### src/hdl/xmbt_pkg.sv
// shared types and constants of the xor-metric bucket table
package xmbt_pkg;

	localparam int ID_W      = 160;
	localparam int CONTACT_W = 64;
	localparam int ENTRY_W   = ID_W + CONTACT_W;
	localparam int BYTE_W    = 8;
	localparam int NBYTES    = 20;
	localparam int BUCKET_W  = 8;

	typedef enum logic [1:0] {
		ACT_ADD    = 2'd0,
		ACT_REMOVE = 2'd1,
		ACT_LOOKUP = 2'd2,
		ACT_SPARE  = 2'd3
	} action_t;

	typedef enum logic [3:0] {
		ST_ADDED     = 4'd0,
		ST_UPDATED   = 4'd1,
		ST_FULL      = 4'd2,
		ST_OWN_ID    = 4'd3,
		ST_RANGE     = 4'd4,
		ST_REMOVED   = 4'd5,
		ST_ABSENT    = 4'd6,
		ST_FOUND     = 4'd7,
		ST_NOT_FOUND = 4'd8
	} status_t;

	typedef enum logic [1:0] {
		SEL_IDX  = 2'd0,
		SEL_NEXT = 2'd1,
		SEL_FILL = 2'd2
	} addr_sel_t;

	typedef enum logic [1:0] {
		REG_OWN_UPPER  = 2'd0,
		REG_OWN_MIDDLE = 2'd1,
		REG_OWN_LOWER  = 2'd2,
		REG_NONE       = 2'd3
	} reg_idx_t;

	typedef struct packed {
		logic      capture;
		logic      bkt_load;
		logic      fill_rd;
		logic      idx_clr;
		logic      idx_inc;
		logic      slot_rd;
		logic      slot_wr;
		addr_sel_t addr_sel;
		logic      wr_move;
		logic      fill_inc;
		logic      fill_dec;
		logic      out_load;
		status_t   code;
	} cmd_t;

	typedef struct packed {
		logic    own;
		logic    oor;
		logic    fill_full;
		logic    idx_end;
		logic    last;
		logic    match;
		action_t action;
		logic    out_free;
	} sts_t;

endpackage

### src/hdl/xmbt_ctrl.sv
// request sequencer of the xor-metric bucket table
module xmbt_ctrl import xmbt_pkg::*; (
	input  logic clk,
	input  logic arst_n,
	input  logic in_valid,
	output logic in_stall,
	input  sts_t sts,
	output cmd_t cmd
);

	typedef enum logic [8:0] {
		S_IDLE = 9'b000000001,
		S_BKT  = 9'b000000010,
		S_CHK  = 9'b000000100,
		S_SCAN = 9'b000001000,
		S_CMP  = 9'b000010000,
		S_ACT  = 9'b000100000,
		S_SHRD = 9'b001000000,
		S_SHWR = 9'b010000000,
		S_RESP = 9'b100000000
	} state_t;

	state_t  state_q, state_nx;
	status_t code_q, code_nx;
	logic    hit_q, hit_nx;

	assign in_stall = (state_q != S_IDLE);

	always_comb begin
		state_nx = state_q;
		code_nx  = code_q;
		hit_nx   = hit_q;
		cmd      = '0;
		cmd.addr_sel = SEL_IDX;
		cmd.code     = code_q;
		unique case (state_q)
			S_IDLE: begin
				if (in_valid) begin
					cmd.capture = 1'b1;
					state_nx    = S_BKT;
				end
			end
			S_BKT: begin
				cmd.bkt_load = 1'b1;
				state_nx     = S_CHK;
			end
			S_CHK: begin
				hit_nx = 1'b0;
				if (sts.own) begin
					code_nx  = ST_OWN_ID;
					state_nx = S_RESP;
				end else if (sts.oor) begin
					code_nx  = ST_RANGE;
					state_nx = S_RESP;
				end else begin
					cmd.fill_rd = 1'b1;
					cmd.idx_clr = 1'b1;
					state_nx    = S_SCAN;
				end
			end
			S_SCAN: begin
				if (sts.idx_end) begin
					state_nx = S_ACT;
				end else begin
					cmd.slot_rd = 1'b1;
					state_nx    = S_CMP;
				end
			end
			S_CMP: begin
				if (sts.match) begin
					hit_nx   = 1'b1;
					state_nx = S_ACT;
				end else begin
					cmd.idx_inc = 1'b1;
					state_nx    = S_SCAN;
				end
			end
			S_ACT: begin
				state_nx = S_RESP;
				unique case (sts.action)
					ACT_ADD: begin
						if (hit_q) begin
							cmd.slot_wr = 1'b1;
							code_nx     = ST_UPDATED;
						end else if (!sts.fill_full) begin
							cmd.slot_wr  = 1'b1;
							cmd.addr_sel = SEL_FILL;
							cmd.fill_inc = 1'b1;
							code_nx      = ST_ADDED;
						end else begin
							code_nx = ST_FULL;
						end
					end
					ACT_REMOVE: begin
						if (hit_q) begin
							state_nx = S_SHRD;
						end else begin
							code_nx = ST_ABSENT;
						end
					end
					ACT_LOOKUP, ACT_SPARE: begin
						code_nx = hit_q ? ST_FOUND : ST_NOT_FOUND;
					end
					default: code_nx = ST_NOT_FOUND;
				endcase
			end
			S_SHRD: begin
				if (sts.last) begin
					cmd.fill_dec = 1'b1;
					code_nx      = ST_REMOVED;
					state_nx     = S_RESP;
				end else begin
					cmd.slot_rd  = 1'b1;
					cmd.addr_sel = SEL_NEXT;
					state_nx     = S_SHWR;
				end
			end
			S_SHWR: begin
				cmd.slot_wr = 1'b1;
				cmd.wr_move = 1'b1;
				cmd.idx_inc = 1'b1;
				state_nx    = S_SHRD;
			end
			S_RESP: begin
				if (sts.out_free) begin
					cmd.out_load = 1'b1;
					state_nx     = S_IDLE;
				end
			end
			default: state_nx = S_IDLE;
		endcase
	end

	always_ff @(posedge clk or negedge arst_n) begin
		if (!arst_n) begin
			state_q <= S_IDLE;
			code_q  <= ST_ADDED;
			hit_q   <= 1'b0;
		end else begin
			state_q <= state_nx;
			code_q  <= code_nx;
			hit_q   <= hit_nx;
		end
	end

endmodule

### config.mk
export PLATFORM = sky130hd
export DESIGN_NAME = xmbt_ctrl
export DESIGN_NICKNAME = d
export VERILOG_FILES = /design/src/hdl/xmbt_pkg.sv /design/src/hdl/xmbt_ctrl.sv
export SDC_FILE = /design/constraint.sdc
export NUM_CORES = 1
export LEC_CHECK = 0
export ABC_AREA = 1
export BUFFER_PORTS_ARGS = -buffer_cell sky130_fd_sc_hd__buf_2
export CORE_UTILIZATION = 50
export DETAILED_ROUTE_END_ITERATION = 10
export PLACE_DENSITY = 0.79
export SKIP_LAST_GASP = 1
export SLEW_MARGIN = 40
export SYNTH_ARGS = -nofsm -noshare
export SYNTH_HDL_FRONTEND = slang
export SYNTH_SLANG_ARGS = --single-unit
### constraint.sdc
create_clock -name clk -period 1.8 [get_ports clk]
set_clock_uncertainty 0.1 [all_clocks]
set_input_delay 0.27 -clock clk [delete_from_list [all_inputs] [get_ports clk]]
set_output_delay 0.27 -clock clk [all_outputs]
set_load 0.03 [all_outputs]
Word level (Yosys, flattened, before mapping) --
Cells that the tools add are included.
Storage, ports and cells: register bits after elaboration 14, input bits 12, output and inout port bits 18, word-level logic and storage cells 77
Operators by class: eq/ne operators 19, muxes and demuxes 48, reductions and logical operators 7
Operators with widths (count):
- 9-bit case mux with 9 select lines | 1
- 9-bit two-way mux | 7
- 4-bit two-way mux | 6
- 4-bit case mux with 3 select lines | 2
- 1-bit two-way mux | 18
- 6-bit two-way mux | 2
- 2-bit two-way mux | 5
- 9-bit by 1-bit == test with 1-bit output (second input constant) | 1
- 9-bit by 2-bit == test with 1-bit output (second input constant) | 1
- 9-bit by 3-bit == test with 1-bit output (second input constant) | 1
- 9-bit by 4-bit == test with 1-bit output (second input constant) | 1
- 9-bit by 5-bit == test with 1-bit output (second input constant) | 1
- 9-bit by 6-bit == test with 1-bit output (second input constant) | 1
- 9-bit by 7-bit == test with 1-bit output (second input constant) | 1
- 9-bit by 8-bit == test with 1-bit output (second input constant) | 1
- 9-bit == test (second input constant) | 1
- 9-bit by 1-bit inequality test with 1-bit output (second input constant) | 1
- 2-bit inequality test (second input constant) | 4
- 1-bit case mux with 2 select lines | 4
- 3-bit two-way mux | 2
- 3-bit inequality test (second input constant) | 2
- 2-bit == test (second input constant) | 2
- 2-bit case mux with 2 select lines | 1
- 2-bit AND reduction | 2
- other kinds (6) | 6

Longest topological paths before layout --
Gate-level depths: netlist of the first run.
word-level depth 4, depth in mapped cells 9, depth with buffers taken out 9

Least setup slack after synthesis of the first run --
Ideal clock, no wire load.
path kind reg2out, start reg state_q[5], end out cmd[4] in the netlist's numbering, arrival time 1.600 ns, data required time 1.430 ns, path slack -0.170 ns, stages on the path, launching flop included 4, buffers on the path 0, cell sequence dfrtp_1 > nor2_1 > nand2_2 > nor4_1
RTL lines:
- from (decl) | RTL line xmbt_ctrl.sv:23 | state_t state_q, state_nx;
- from (signal assigned) | RTL line xmbt_ctrl.sv:140 | state_q <= state_nx;
- to (decl) | RTL line xmbt_ctrl.sv:8 | output cmd_t cmd

==> results of run 1 <==
[cell families after synthesis]
kind of cell,Yosys count,share of synthesized area (%)
simple gates,90,48.9
buf+inv,26,10.3
flops,14,35.8
compound gates,9,5.09
[metal layers]
| metal | routed length, um | up-vias |
|---|---|---|
| met2 | 2070 | 118 |
| met5 | 0 | - |
| met3 | 418 | 37 |
| met1 | 1510 | 604 |
| met4 | 291 | 0 |
| li1 | - | 539 |
[final timing paths]
path	from	endpoint	cells after the start
setup / recovery	state_q[3]$_DFFE_PN0P_	cmd[4]	6
hold / removal	sts[5]	state_q[4]$_DFFE_PN0P_	2
setup reg to reg	state_q[7]$_DFFE_PN0P_	state_q[0]$_DFFE_PN1P_	11
hold reg to reg	code_q[3]$_DFFE_PN0P_	code_q[3]$_DFFE_PN0P_	2
max in group asynchronous	arst_n	state_q[0]$_DFFE_PN1P_	2
min in group asynchronous	arst_n	hit_q$_DFFE_PN0P_	2
[registers in the layout, indices dropped and copies added, names as in the netlist]
name and count:
hit_q 1, state_q 9, code_q 4
[per-stage QoR]
step / instance area (sq um) / util (%) / TNS (ns)
2_1_floorplan: 1000 / - / 0
3_5_place_dp: 1190 / 66.7 / 0
4_1_cts: 1430 / 80.4 / -0.812
6_report: 1630 / 91.2 / -1.86
3_3_place_gp: 1190 / 66.7 / 0
5_1_grt: 1630 / 91.2 / -2.83
[area by class of cell]
type                    count  area (sq um)
inverters                  25           104
clock buffers               4          36.3
multi-input cells          99           693
flip-flops and latches     14           353
repair buffers             51           409
fillers                    76           156
well taps                  25          31.3
[cell usage in the layout, fill, tap and decap left out, types with 2 or more instances in the layout]
cell	Yosys	layout
sky130_fd_sc_hd__a21oi_1	2	2
sky130_fd_sc_hd__buf_2	0	15
sky130_fd_sc_hd__buf_4	1	21
sky130_fd_sc_hd__buf_6	0	13
sky130_fd_sc_hd__clkbuf_4	0	3
sky130_fd_sc_hd__dfrtp_1	13	12
sky130_fd_sc_hd__inv_1	24	18
sky130_fd_sc_hd__inv_2	1	4
sky130_fd_sc_hd__inv_4	0	2
sky130_fd_sc_hd__nand2_1	32	25
sky130_fd_sc_hd__nand2_2	2	5
sky130_fd_sc_hd__nand2_4	2	5
sky130_fd_sc_hd__nand3_1	10	6
sky130_fd_sc_hd__nand3_2	3	5
sky130_fd_sc_hd__nand3_4	2	4
sky130_fd_sc_hd__nand4_1	4	4
sky130_fd_sc_hd__nor2_1	23	16
sky130_fd_sc_hd__nor2_2	1	2
sky130_fd_sc_hd__nor2_4	5	11
sky130_fd_sc_hd__nor3_2	0	2
sky130_fd_sc_hd__o21ai_0	5	4
[where the power goes]
| group | internal [mW] | switching, mW |
|---|---|---|
| clock network | 0.124 | 0.131 |
| registers | 0.408 | 0.0944 |
| logic | 0.551 | 0.805 |
[timing repair]
item,in CTS,in global routing
pin swaps,11,9
endpoints found under the hold margin,13,0
hold buffers,1,0
setup endpoints to repair,14,14
buffers inserted,11,8
resized for setup,33,38
==> run summary, run 1 <==
Once layout is complete, the cells apart from fillers number 218. During I/O placement, the number of pins put on the boundary was 30. Once the floorplan was initialized, standard cells occupied 55.2% of the core.

The maximum ir drop on the vdd rail was 0.000849 V; the wire length per cell after detailed routing was 19.7 um. For the number of global-route vias before repair, the log shows 1,066. Global routing consumed, over all layers together, 32.1% of the routing resources. The worst setup path is launched from a flop. The number of antenna violations at the first check in global routing is 0. By area the synthesized netlist is led by sky130_fd_sc_hd__dfrtp_1 33%, sky130_fd_sc_hd__nand2_1 12%, sky130_fd_sc_hd__inv_1 9.2%, sky130_fd_sc_hd__nor2_1 8.8%, sky130_fd_sc_hd__nor2_4 5.7%. The congestion estimate from routability-driven global placement came to 0.920. CTS saw 14 sinks. Summed over all cells, the static leakage comes to 0.863 nW. For the number of search-and-repair iterations in the first detailed-routing pass, the log shows 4.

The logs give -0.278 ns for the final worst slack and 15 for the row count. Summed over all instances, the cell type with the most area after synthesis is sky130_fd_sc_hd__dfrtp_1. The tools report the summed instance area of the synthesized netlist as 983 sq um. After detailed routing, the number of vias per cell comes to 5.95. The tools report the wire length of the first global-routing pass as 4700 um. The critical path in this run is classified as reg -> out. Total chip power: 2.11 mW.

The count of vias placed by the detailed router is 1,298, and the async set-reset flop share out of synthesis is 100%. On the final layout, the worst hold slack is 0.124 ns. Violation count after the first detailed-routing iteration: 70. In the global route stage, met2 resource usage came out at 51.9%. The clock transition time at the flip-flop clock pins of the worst setup and hold paths is 0.10 ns.

In the post-synthesis netlist, the cell with the most instances is sky130_fd_sc_hd__nand2_1. The clock passes through at most 2 buffers. The run gives 3 as the CTS buffer count. The cell count after placement is 194, and the total wire length is 4290 um. The routed design could run at a clock period as short as 2.08 ns. The core box area is 1780 sq um.

The run gives 14 as the total of endpoints with negative setup slack in the final report. The busiest metal layer after global routing is met2. The synthesized design contains 14 register bits. The data arrival time at the worst-slack endpoint is 1.71 ns, and the register-to-register setup slack is 0.08 ns.

The run gives 72.3% as the headroom to the max-slew limit. The number of nets handed over by synthesis was 151. Setup repair after global routing could not meet its margin everywhere.

The checks that failed: setup timing. The Yosys warning count was 0. Height of the die: 46.4 um. The signal on the critical path passes through nor2_4 -> buf_4 -> buf_4 -> nand2_1 -> nor4_2 -> buf_4. In this run the horizontal extent of the chip is 46.4 um. Entering global routing, the biggest net connects 15 pins.

The clock root buffer master is sky130_fd_sc_hd__clkbuf_4. Based on the critical path, the design can be clocked at up to 0.481 GHz. TritonCTS built the clock tree. Count of flip-flops with a built-in enable after synthesis: 0. The tools report the total count of max-transition violations in the final report as 0. The run gives 139 as the instance count of the mapped netlist. On the worst path, the slowest cell contributes a delay of 0.44 ns.

The power density over cell area was 1300 nW/um^2. The count of nets left with antenna violations once routing finished came out at 0. For this run, global-route usage on met1 was measured as 38.9%. At the pin with the least slew margin, the transition time is 0.411 ns. The net count reported at finish was 206. For this run, design rule violations remaining after detail routing come to 0. Among the stages of the critical path, the cell type that occurs most often is sky130_fd_sc_hd__buf_4. For the worst-skew pair, the clock arrives at the later sink with an insertion delay of 0.30 ns.

For the worst setup path, the data required time is 1.43 ns. Timing analysis after detailed placement gives a worst setup slack of 0.0866 ns. Share of the synthesized area in the top cell type: 33.1%. Along the worst path, the maximum fanout reaches 3. The worst hold path belongs to the class in -> reg. The residual overflow from global routing is 0, and the period utilization is 115%.

The commonest cells after synthesis are 32 x sky130_fd_sc_hd__nand2_1, 24 x sky130_fd_sc_hd__inv_1, 23 x sky130_fd_sc_hd__nor2_1. The most instantiated flip-flop cell in the synthesis netlist is sky130_fd_sc_hd__dfrtp_1. The number of buffers and inverters on the critical path is 3. From synthesis to final layout, the design area changed by 65.4%. The run gives 35.8% as the share of the yosys chip area belonging to registers. The count of buffers added on input and output ports is 29. The number of hold violations in the final report is 0. The flow ran to the end, but the final reports show violations. The die covers 2150 sq um.

The ratio of cells with drive above 1 in the final layout came out at 52.8%. The tool flagged a number of max-cap violations equal to 0. The half-perimeter wire length after placement is 1900 um. The type of element capturing the critical path was a primary output.

The met3 usage in global routing was 6.67%; the post-synthesis cell type count was 23. In this design, the largest share of critical-path delay is due to simple AND/OR/NAND/NOR gates. Antenna diode count: 0.

The H-tree depth was 1. Cell with the biggest individual delay on the critical path: sky130_fd_sc_hd__dfrtp_1. In this run the mean area of a mapped cell was 7.08 sq um.
(Power assumes the default switching activity.)
==> inputs of run 2 (changes only) <==
- BUFFER_PORTS_ARGS: -buffer_cell sky130_fd_sc_hd__buf_2 -> unset
- CORE_UTILIZATION: 50 -> 55
- DONT_BUFFER_PORTS: unset -> 1
- PLACE_DENSITY: 0.79 -> 0.71
==> run 2 against run 1 <==
  * Design area down 13%
  * Register-to-register slack worse by 0.10 ns
  * Setup slack better by 0.065 ns
  * Critical path type unchanged
  * Sequential cell count unchanged
  * Critical path depth unchanged
  * The flow still finishes with violations (setup timing)
==> run summary, run 2 (synthesized netlist as in run 1, its figures left out) <==
The net switching share of the total power was 50.5% (+1.8 points). The logs give 1420 sq um (-13%) for the final instance area and -0.02 ns (-0.10 ns) for the register-to-register setup slack. TritonCTS built the clock tree. In the layout the commonest cells are 29 x sky130_fd_sc_hd__nand2_1, 21 x sky130_fd_sc_hd__buf_4, 19 x sky130_fd_sc_hd__inv_1, 18 x sky130_fd_sc_hd__nor2_1, 13 x sky130_fd_sc_hd__dfrtp_1. The transition time at the pin with the least slew margin works out to 0.684 ns (+0.273 ns). The wire length per cell after detailed routing is 17.7 um (-10%), and the die extent in x is 44.3 um (-4.5%). The routed length on met1 was 1300 um (-14%). The maximum ir drop on the vdd rail was 0.00103 V (+22%); the number of buffers inserted by port buffering was 0 (-100%). The data arrival time at the worst-slack endpoint is 1.64 ns (-0.07 ns). The deepest clock path buffer count was 2 (unchanged). The wire length of the first global-routing pass is 4390 um (-6.6%), and the final worst slack is -0.212 ns (+0.0655 ns). The endpoint identified for the worst register-to-register timing path is state_q[0]$_DFFE_PN1P_.

The run gives 0.497 GHz (+3.3%) as the timing-limited maximum frequency. From synthesis to final layout, the design area changed by 44.4%. The global placement routability congestion was 0.910 (-1.1%).

The run gives 0 (unchanged) as the residual overflow from global routing. The run gives 0.750 nW (-13%) as the static leakage power. The aggregate negative setup slack came out at -1.83 ns (+0.0208 ns). CTS placed an instance of sky130_fd_sc_hd__clkbuf_4 at the clock tree root. In the final layout, the registers with the most flip-flops are state_q: 9 flops, code_q: 4 flops, hit_q: 1 flops.

The vias per cell works out to 5.79 (-2.7%). Post-route worst hold slack: 0.0446 ns (-0.0796 ns). The final reports fail on setup timing.

The routed wire length on met2 is 1700 um (-18%), and the number of flip-flops in the largest register is 9 (unchanged). The worst-path maximum fanout came out at 3 (unchanged). The ratio of cells with drive above 1 in the final layout is 40.9% (-12 points). For the overall die area, the log shows 1960 sq um (-8.7%). For the total count of max-transition violations in the final report, the log shows 0 (unchanged). The maximum number of pins on one net before global-route repair was 15 (unchanged). The run finished, with violations left. The row count is 14 (-1), and the max-capacitance violation count is 0 (unchanged).

The tools report the start point of the critical path as state_q[3]$_DFFE_PN0P_. The run gives 1,020 (-4.3%) as the number of global-route vias before repair. The run gives 1,130 (-13%) as the count of vias placed by the detailed router. The total of endpoints with negative setup slack in the final report is 15 (+1). The post-route antenna net violation count came out at 0 (unchanged). Power density over cell area: 1210 nW/um^2 (-7.1%). The proportion of power drawn by flip-flops and latches was 33.5% (+9.7 points).

The number of hold violations in the final report is 0 (unchanged). The top metal layer carrying routed signals is met4. The depth of the worst register-to-register path was 10 (-1); the count of unresolved DRC violations after routing was 0 (unchanged).

The combinational share of power was 52.1% (-12 points). The run gives 865 uW (-16%) as the power dissipated by switching net loads. The worst path required time is 1.43 ns (about the same). The height of the die works out to 44.3 um (-4.5%). The H-tree depth came out at 1 (unchanged). The relative contribution of the clock network to total power is 14.4% (+2.4 points). Counting flops per register, the top entry is state_q. The final period demand of the worst path works out to 2.01 ns (-0.0655 ns). The tools report the core box area as 1590 sq um (-11%). The I/O pin count came out at 30 (unchanged).

The period utilization is 112% (-3.6 points). The launch point of the worst reg-to-reg path was state_q[3]$_DFFE_PN0P_. The worst setup path is captured at a primary output.

The logs give 303 um (-28%) for the met3 routed wirelength and 0 (unchanged) for the antenna diode count. The number of antenna violations at the first check in global routing is 0 (unchanged). The most common cell after layout, fill and taps aside is sky130_fd_sc_hd__nand2_1.

The run gives 6 (+2) as the number of search-and-repair iterations in the first detailed-routing pass. The critical path in this run is classified as reg -> out. Total routing usage reported by global routing: 30.7% (-1.4 points).

The run gives 54.3% (-18 points) as the headroom to the max-slew limit. For the post-place instance area, the log shows 1100 sq um (-7.3%). The TritonCTS sink count was 14 (unchanged); the cell internal power dissipation was 847 uW (-22%). The clock transition time at the flip-flop clock pins of the worst setup and hold paths came out at 0.10 ns (about the same). The insertion delay to the later sink of the worst-skew pair was 0.29 ns (about the same); the CTS buffer count was 3 (unchanged). The hold-critical path depth was 2 (unchanged). The tools report the total chip power as 1.71 mW (-19%).

The hold-critical path endpoint is state_q[5]$_DFFE_PN0P_. The tools report the effective utilization at floorplan as 61.7% (+6.5 points). For the violation count after the first detailed-routing iteration, the log shows 57 (-19%). The path class of the tightest hold or removal check is in -> reg. The critical hold path startpoint was sts[5]. For the net count reported at finish, the log shows 184 (-11%). The half-perimeter wire length after placement came out at 1740 um (-8.7%). Setup repair after global routing could not meet its margin everywhere.

The run gives 3450 um (-19%) as the total wire length. The launching element type of the critical path is a flop. For the pre-CTS setup slack, the log shows 0.0813 ns (-0.00524 ns).
==> run 2: final cells by class <==
class	count	area [sq um]
clock buffer	4	36.3
fill	77	174
inverter	25	106
multi-input combinational	99	651
sequential	14	352
tap	24	30.0
timing repair buffer	29	245
==> run 2: per-layer routing <==
layer / vias up / global-route usage [%]
met1: 537 / 37.4
met4: 0 / 12.1
met2: 81 / 53.8
met5: - / 0
li1: 496 / -
met3: 16 / 4.90
==> run 2: worst max-delay path by stage <==
stage,endpoint,cells after the start
final,cmd[16],6
after global routing,cmd[11],6
after CTS,cmd[12],6
after detailed placement,cmd[12],6
after global placement,cmd[12],6
after floorplan,cmd[6],3
==> run 2: power by group through the flow <==
stage               logic (mW)  clock network (mW)  registers, mW
finish                   0.892               0.247          0.574
global route             0.942               0.252          0.585
global placement         0.629                   0          0.573
detailed placement       0.633                   0          0.578
floorplan                0.503                   0          0.559
CTS                      0.744               0.244          0.570
==> run 2: through the flow <==
stage / cells / utilization, %
after floorplan: 139 / -
after global routing: 195 / 89.1
after detailed placement: 172 / 69.2
after CTS: 186 / 80.3
after global placement: 172 / 69.2
final: 195 / 89.1
==> run 2: critical path, cell delays in order, from the launching register on <==
cell and delay (ns):
sky130_fd_sc_hd__dfrtp_1 0.44, sky130_fd_sc_hd__buf_4 0.15, sky130_fd_sc_hd__inv_1 0.08, sky130_fd_sc_hd__nand2_1 0.07, sky130_fd_sc_hd__nor2_1 0.20, sky130_fd_sc_hd__nand3_1 0.18
sky130_fd_sc_hd__nor2_4 0.22
==> run 2: what timing repair did <==
item                                    in CTS  in global routing
endpoints found under the setup margin      14                 14
resized for setup                           18                 16
hold buffers                                 2                  0
cloned                                       0                  0
endpoints found under the hold margin       15                  0
setup buffers                                8                  9
pin swaps                                    9                  8
